File: src/hdl/ojs_pkg.sv
// Package for the online path smoother: constants, command struct, weight function.
`timescale 1ns / 1ps
package ojs_pkg;

	localparam int BUF_DEF    = 32;
	localparam int WINDOW_DEF = 16;
	localparam int DATA_W     = 32;
	localparam int GAIN_W     = 10;
	localparam int ITER_W     = 5;
	localparam int WGT_W      = 17;
	localparam int FRAC_W     = 16;
	localparam int CFG_IDX_W  = 2;

	localparam logic [GAIN_W-1:0] LAMBDA_RST = GAIN_W'(100);
	localparam logic [GAIN_W-1:0] BETA_RST   = GAIN_W'(1);
	localparam logic [ITER_W-1:0] ITER_RST   = ITER_W'(8);

	localparam logic [CFG_IDX_W-1:0] REG_LAMBDA = 2'd0;
	localparam logic [CFG_IDX_W-1:0] REG_BETA   = 2'd1;
	localparam logic [CFG_IDX_W-1:0] REG_ITER   = 2'd2;

	localparam longint unsigned EXP_M1_Q32 = 64'd1580030169;
	localparam int TAYLOR_TERMS = 21;

	typedef struct packed {
		logic frame_ld;
		logic slide;
		logic circ_ld;
		logic acc_en;
		logic mult_en;
		logic div_ld;
		logic div_step;
		logic p_wr;
	} ojs_cmd_t;

	// width of the dividend in a cell
	function automatic int num_width(input int buf_len);
		return 50 + $clog2(buf_len) + 13;
	endfunction

	// Q1.16 Gaussian weight exp(-9k^2/window^2), zero beyond the window
	function automatic logic [WGT_W-1:0] gauss_weight(input int k, input int window);
		longint unsigned xq;
		longint unsigned f;
		longint unsigned term;
		longint unsigned r;
		longint sum;
		int n;
		if (k > window) begin
			return '0;
		end
		xq = (64'(9 * k * k) << 32) / 64'(window * window);
		n = int'(xq >> 32);
		f = xq & 64'hFFFF_FFFF;
		term = 64'd1 << 32;
		sum = longint'(term);
		for (int i = 1; i < TAYLOR_TERMS; i++) begin
			term = ((term * f) >> 32) / 64'(i);
			if (i % 2 == 1) begin
				sum = sum - longint'(term);
			end else begin
				sum = sum + longint'(term);
			end
		end
		r = longint'(sum);
		for (int i = 0; i < n; i++) begin
			r = (r * EXP_M1_Q32 + (64'd1 << 31)) >> 32;
		end
		return WGT_W'((r + 64'd32768) >> 16);
	endfunction

endpackage

File: src/hdl/ojs_ctrl.sv
// Sequencer: configuration registers, frame count, iteration schedule, output handshake.
`timescale 1ns / 1ps
module ojs_ctrl
	import ojs_pkg::*;
#(
	parameter int BUF = BUF_DEF
) (
	input  logic                     clk,
	input  logic                     arst_n,
	input  logic                     in_valid,
	output logic                     in_stall,
	output logic                     out_valid,
	input  logic                     out_stall,
	input  logic                     cfg_valid,
	input  logic [CFG_IDX_W-1:0]     cfg_index,
	input  logic [GAIN_W-1:0]        cfg_data,
	output ojs_cmd_t                 cmd,
	output logic [$clog2(BUF+1)-1:0] pos,
	output logic [$clog2(BUF+1)-1:0] len,
	output logic [GAIN_W-1:0]        lambda_gain,
	output logic [GAIN_W-1:0]        beta_gain,
	output logic                     out_load
);

	localparam int LW = $clog2(BUF + 1);
	localparam int NW = num_width(BUF);
	localparam int CW = $clog2(BUF + NW + 1);

	typedef enum logic [8:0] {
		ST_IDLE  = 9'b000000001,
		ST_LOAD  = 9'b000000010,
		ST_CIRC  = 9'b000000100,
		ST_DRAIN = 9'b000001000,
		ST_MULT  = 9'b000010000,
		ST_SUMS  = 9'b000100000,
		ST_DIV   = 9'b001000000,
		ST_WRITE = 9'b010000000,
		ST_OUT   = 9'b100000000
	} state_t;

	state_t              state_q;
	logic [LW-1:0]       fs_q, len_q;
	logic [CW-1:0]       cnt_q;
	logic [ITER_W-1:0]   it_q, iter_q;
	logic [GAIN_W-1:0]   lam_q, bet_q;
	logic                ov_q;
	logic                accept, slide;

	assign accept      = in_valid && !in_stall;
	assign in_stall    = state_q != ST_IDLE;
	assign slide       = fs_q == LW'(BUF);
	assign pos         = fs_q;
	assign len         = len_q;
	assign lambda_gain = lam_q;
	assign beta_gain   = bet_q;
	assign out_valid   = ov_q;
	assign out_load    = (state_q == ST_OUT) && (!ov_q || !out_stall);

	always_comb begin
		cmd          = '0;
		cmd.frame_ld = accept;
		cmd.slide    = slide;
		cmd.circ_ld  = state_q == ST_LOAD;
		cmd.acc_en   = state_q == ST_CIRC;
		cmd.mult_en  = state_q == ST_MULT;
		cmd.div_ld   = state_q == ST_SUMS;
		cmd.div_step = state_q == ST_DIV;
		cmd.p_wr     = state_q == ST_WRITE;
	end

	always_ff @(posedge clk or negedge arst_n) begin
		if (!arst_n) begin
			lam_q  <= LAMBDA_RST;
			bet_q  <= BETA_RST;
			iter_q <= ITER_RST;
		end else if (cfg_valid) begin
			unique case (cfg_index)
				REG_LAMBDA: lam_q  <= cfg_data;
				REG_BETA:   bet_q  <= cfg_data;
				REG_ITER:   iter_q <= cfg_data[ITER_W-1:0];
				default: ;
			endcase
		end
	end

	always_ff @(posedge clk or negedge arst_n) begin
		if (!arst_n) begin
			state_q <= ST_IDLE;
			fs_q    <= '0;
			len_q   <= '0;
			cnt_q   <= '0;
			it_q    <= '0;
			ov_q    <= 1'b0;
		end else begin
			if (out_load) begin
				ov_q <= 1'b1;
			end else if (!out_stall) begin
				ov_q <= 1'b0;
			end
			unique case (state_q)
				ST_IDLE: begin
					if (accept) begin
						it_q  <= '0;
						len_q <= slide ? LW'(BUF) : fs_q + 1'b1;
						if (!slide) begin
							fs_q <= fs_q + 1'b1;
						end
						if (fs_q == '0 || iter_q == '0) begin
							state_q <= ST_OUT;
						end else begin
							state_q <= ST_LOAD;
						end
					end
				end
				ST_LOAD: begin
					cnt_q   <= '0;
					state_q <= ST_CIRC;
				end
				ST_CIRC: begin
					if (cnt_q == CW'(BUF - 1)) begin
						state_q <= ST_DRAIN;
					end else begin
						cnt_q <= cnt_q + 1'b1;
					end
				end
				ST_DRAIN: state_q <= ST_MULT;
				ST_MULT:  state_q <= ST_SUMS;
				ST_SUMS: begin
					cnt_q   <= '0;
					state_q <= ST_DIV;
				end
				ST_DIV: begin
					if (cnt_q == CW'(NW - 1)) begin
						state_q <= ST_WRITE;
					end else begin
						cnt_q <= cnt_q + 1'b1;
					end
				end
				ST_WRITE: begin
					it_q <= it_q + 1'b1;
					if (it_q + 1'b1 == iter_q) begin
						state_q <= ST_OUT;
					end else begin
						state_q <= ST_LOAD;
					end
				end
				ST_OUT: begin
					if (out_load) begin
						state_q <= ST_IDLE;
					end
				end
				default: state_q <= ST_IDLE;
			endcase
		end
	end

`ifndef SYNTHESIS
	a_fs_bound: assert property (@(posedge clk) disable iff (!arst_n)
		fs_q <= LW'(BUF))
		else $error("frame count past window length");
	a_first_pass: assert property (@(posedge clk) disable iff (!arst_n)
		accept && fs_q == '0 |=> state_q == ST_OUT)
		else $error("first frame not passed straight through");
	a_circ_cnt: assert property (@(posedge clk) disable iff (!arst_n)
		state_q == ST_CIRC |-> cnt_q < CW'(BUF))
		else $error("circulation count overrun");
	a_iter_bound: assert property (@(posedge clk) disable iff (!arst_n)
		state_q == ST_WRITE |-> it_q < iter_q)
		else $error("iteration count overrun");
`endif

endmodule
File: config.mk
export PLATFORM = sky130hd
export DESIGN_NAME = ojs_ctrl
export DESIGN_NICKNAME = d
export VERILOG_FILES = /design/src/hdl/ojs_pkg.sv /design/src/hdl/ojs_ctrl.sv
export SDC_FILE = /design/constraint.sdc
export NUM_CORES = 1
export LEC_CHECK = 0
export BUFFER_PORTS_ARGS = -buffer_cell sky130_fd_sc_hd__buf_2
export CORE_AREA = 2 2 84 94
export CTS_CLUSTER_DIAMETER = 120
export DETAILED_ROUTE_END_ITERATION = 8
export DIE_AREA = 0 0 86 96
export HOLD_SLACK_MARGIN = 0.02
export PLACE_DENSITY = 0.62
export SYNTH_ARGS = -nofsm -noshare
export SYNTH_HDL_FRONTEND = slang
export SYNTH_SLANG_ARGS = --single-unit
export TNS_END_PERCENT = 100
File: constraint.sdc
create_clock -name clk -period 4.7 [get_ports clk]
set_clock_uncertainty 0.2 [all_clocks]
set_input_delay 0.235 -clock clk [delete_from_list [all_inputs] [get_ports clk]]
set_output_delay 0.235 -clock clk [all_outputs]
set_load 0.05 [all_outputs]
==> metrics.md <==
| Metric | Value |
|---|---|
| Die H | 96 µm |
| Worst setup SP type | flop |
| Post-synth EDFFs | 0 |
| Peak VDD IR | 283 µV |
| FF-to-FF setup slack | 1960 ps |
| Most frequent cells in the layout | 59 x buf_2, 53 x dfrtp_1, 25 x mux2_2 |
| Most used DFF post-synth | dfrtp_1 |
| Die Area | 0.00826 mm² |
| Worst-Skew Late Latency | 340 ps |
| Leakage | 1.67 nW |
| Asr flop ratio synth | 100% |
| Crit-path max cell delay | 740 ps |
| WP buf/inv | 1 |
| Delay-heaviest family, CP | simple AND/OR/NAND/NOR gates |
| CTS Buf Count | 9 |
| Initial Utilization | 38.9% |
| Required time of the critical path | 4260 ps |
| Syn. warnings | 0 |
| FF+latch count, synth | 59 |
| Max cap viols | 0 |
| Least-Margin Pin Slew | 889 ps |
| Post-CTS Setup Bufs | 0 |
| Gate Count Post-Synth | 245 |
| Vias in the first global route | 2188 |
| Filler cells | 653 |
| Count of different cell masters after synthesis | 52 |
| DRC errors left | 0 |
| Worst r2r src | state_q[5] |
| Sequential fraction of the synthesis area | 52.2% |
| Cell Area, Synth | 0.00284 mm² |
| Design area | 0.00353 mm² |
| Layout net count | 341 |
| First-pass GRT wire length | 10100 µm |
| Area grow syn2layout | 24.4% |
| Hold Crit Depth | 3 |
| Via Count | 2159 |
| Rel. slew slack | 40.2% |
| CP max FO | 11 |
| IO Pins | 60 |
| DR vias/cell | 5.24 |
| Diodes inserted | 0 |
| Max clock buf depth | 2 |
| First DRT Iteration DRCs | 85 |
| Most common cell after layout, fill and taps aside | buf_2 |
| Pwr per Cell Area | 568 mW/mm² |
| CTS Sinks | 59 |
| WS Path Type | reg -> out |
| Fin. Hold Viols | 0 |
| Gr usage total | 16.0% |
| Reg clk slew, reported paths | 70 ps |
| Reg area | 0.00148 mm² |
| Setup Viol. Count Final | 0 |
| Worst Path Arrival | 2470 ps |
| Row Count | 33 |
| CTS tree | built |
| Antenna violations before repair | 0 |
| Outcome | complete, no violations |
| FMAX | 344 MHz |
| DR WL/cell | 14.7 µm |
| Drt first pass iters | 4 |
| Setup TNS | 0 ps |
| CP Cell Sequence | or4_1, nor4b_2, buf_2 |
| Area taken by multi-input logic gates | 0.00127 mm² |
| CP max-delay cell | nor4b_2 |
| Reg-to-Reg End | cnt_q[4] |
| Fin. max-slew vios | 0 |
| Layout cells sized above 1 | 36.9% |
| Die Span X | 86 µm |
| Final HPWL DP | 4160 µm |
| RSZ-0062 raised after global routing | no |
| Wirelength, routed | 6040 µm |
| Syn avg cell area | 11.6 µm² |
| CORE AREA | 0.00731 mm² |
| Final worst-path cycle share | 61.8% |
| Largest net degree at the start of global routing | 60 |
| Worst Setup End Kind | output port |
| IO Port Bufs | 59 |
| Hold Path End | lambda_gain[7] |
| H-tree depth | 3 |
| Placer Congestion | 0.816 |
| Placed instance area | 0.00321 mm² |
| Cells on worst reg2reg path | 5 |
| Post-layout min period | 2900 ps |
| Syn nets | 266 |
| Total gr overflow | 0 |
| HP Class | in -> reg |
| Antenna Nets Post-Route | 0 |
| Min-delay src | cfg_index[1] |
| Root Driver | clkbuf_8 |
==> metrics by stage <==
step | power (W) | hold slack (ps) | setup slack [ps] | util, % | cells
floorplan | 0.00137 | -261 | 1550 | - | 245
global placement | 0.00155 | 236 | 2030 | 43.9 | 383
detailed placement | 0.00156 | 235 | 2010 | 43.9 | 383
CTS | 0.00203 | 105 | 1790 | 48.3 | 412
global route | 0.00212 | 150 | 1510 | 48.3 | 412
finish | 0.00201 | 134 | 1800 | 48.3 | 412
==> synthesized netlist by cell type, types with 4 or more instances <==
| library cell | instances | area [µm²] |
|---|---|---|
| xnor2_1 | 9 | 78.8 |
| inv_1 | 9 | 33.8 |
| dfstp_2 | 6 | 158 |
| a21oi_1 | 7 | 35.0 |
| nor2_1 | 14 | 52.6 |
| nor3_1 | 5 | 25.0 |
| o21ai_0 | 8 | 40.0 |
| nand3_1 | 6 | 30.0 |
| xor2_1 | 10 | 87.6 |
| ha_1 | 4 | 50.1 |
| nor3b_1 | 6 | 45.0 |
| dfrtp_1 | 53 | 1330 |
| clkbuf_1 | 4 | 15.0 |
| or4_1 | 4 | 30.0 |
| mux2_2 | 25 | 282 |
| nand2_1 | 15 | 56.3 |
| or2_2 | 4 | 25.0 |
==> layer usage <==
| metal | share of wire, % | vias to the layer above | GRT usage [%] |
|---|---|---|---|
| li1 | - | 1034 | - |
| met1 | 45 | 1052 | 19.4 |
| met2 | 48 | 64 | 25.5 |
| met3 | 5.2 | 9 | 4.97 |
| met4 | 1.7 | 0 | 8.60 |
| met5 | 0 | - | 0 |
==> worst max-delay path by stage <==
stage / start / endpoint / cells past startpoint
detailed placement: state_q[1] / cnt_q[4] / 5
floorplan: state_q[5] / state_q[2] / 4
global route: state_q[4] / cmd[7] / 4
CTS: state_q[5] / cmd[1] / 3
global placement: state_q[1] / cnt_q[4] / 5
finish: state_q[5] / cmd[1] / 3
==> cells by family (layout without fill, tap and decap cells) <==
family | Yosys count | count (layout) | share of synthesized area [%]
simple gates | 78 | 78 | 15.5
flops | 59 | 59 | 52.2
compound gates | 39 | 39 | 10.5
mux | 26 | 26 | 10.3
xor+xnor | 20 | 20 | 6.65
buf+inv | 19 | 99 | 3.13
fa+ha+maj | 4 | 4 | 1.76
==> flip-flops by register name, indices dropped and copies added, names as in the netlist <==
name and count:
beta_gain 10, cnt_q 7, it_q 5, iter_q 5, lambda_gain 10, len 6, out_valid 1, pos 6
state_q 9
==> what timing repair did <==
action / 4_1_cts / 5_1_grt
resized for setup: 0 / 0
hold buffers: 13 / 0
hold endpoints to repair: 81 / 0
==> tightest hold or removal path, stage by stage <==
cell and delay, ps:
buf_2 100, nor3b_1 80, mux2_2 220
==> power breakdown <==
group / internal [W] / switching, W / total (W)
clock: 0.000242 / 0.000209 / 0.000451
combinational: 0.000255 / 0.000583 / 0.000838
sequential: 0.000622 / 0.0000966 / 0.000718
==> layout make-up <==
cell class,instances,area share (%)
multi-input combinational,167,36.0
clock inverter,7,1.95
sequential,59,42.0
clock buffer,9,3.51
tap,87,3.08
timing repair buffer,74,12.5
inverter,9,0.956
Power figures use the tool's default switching activity.
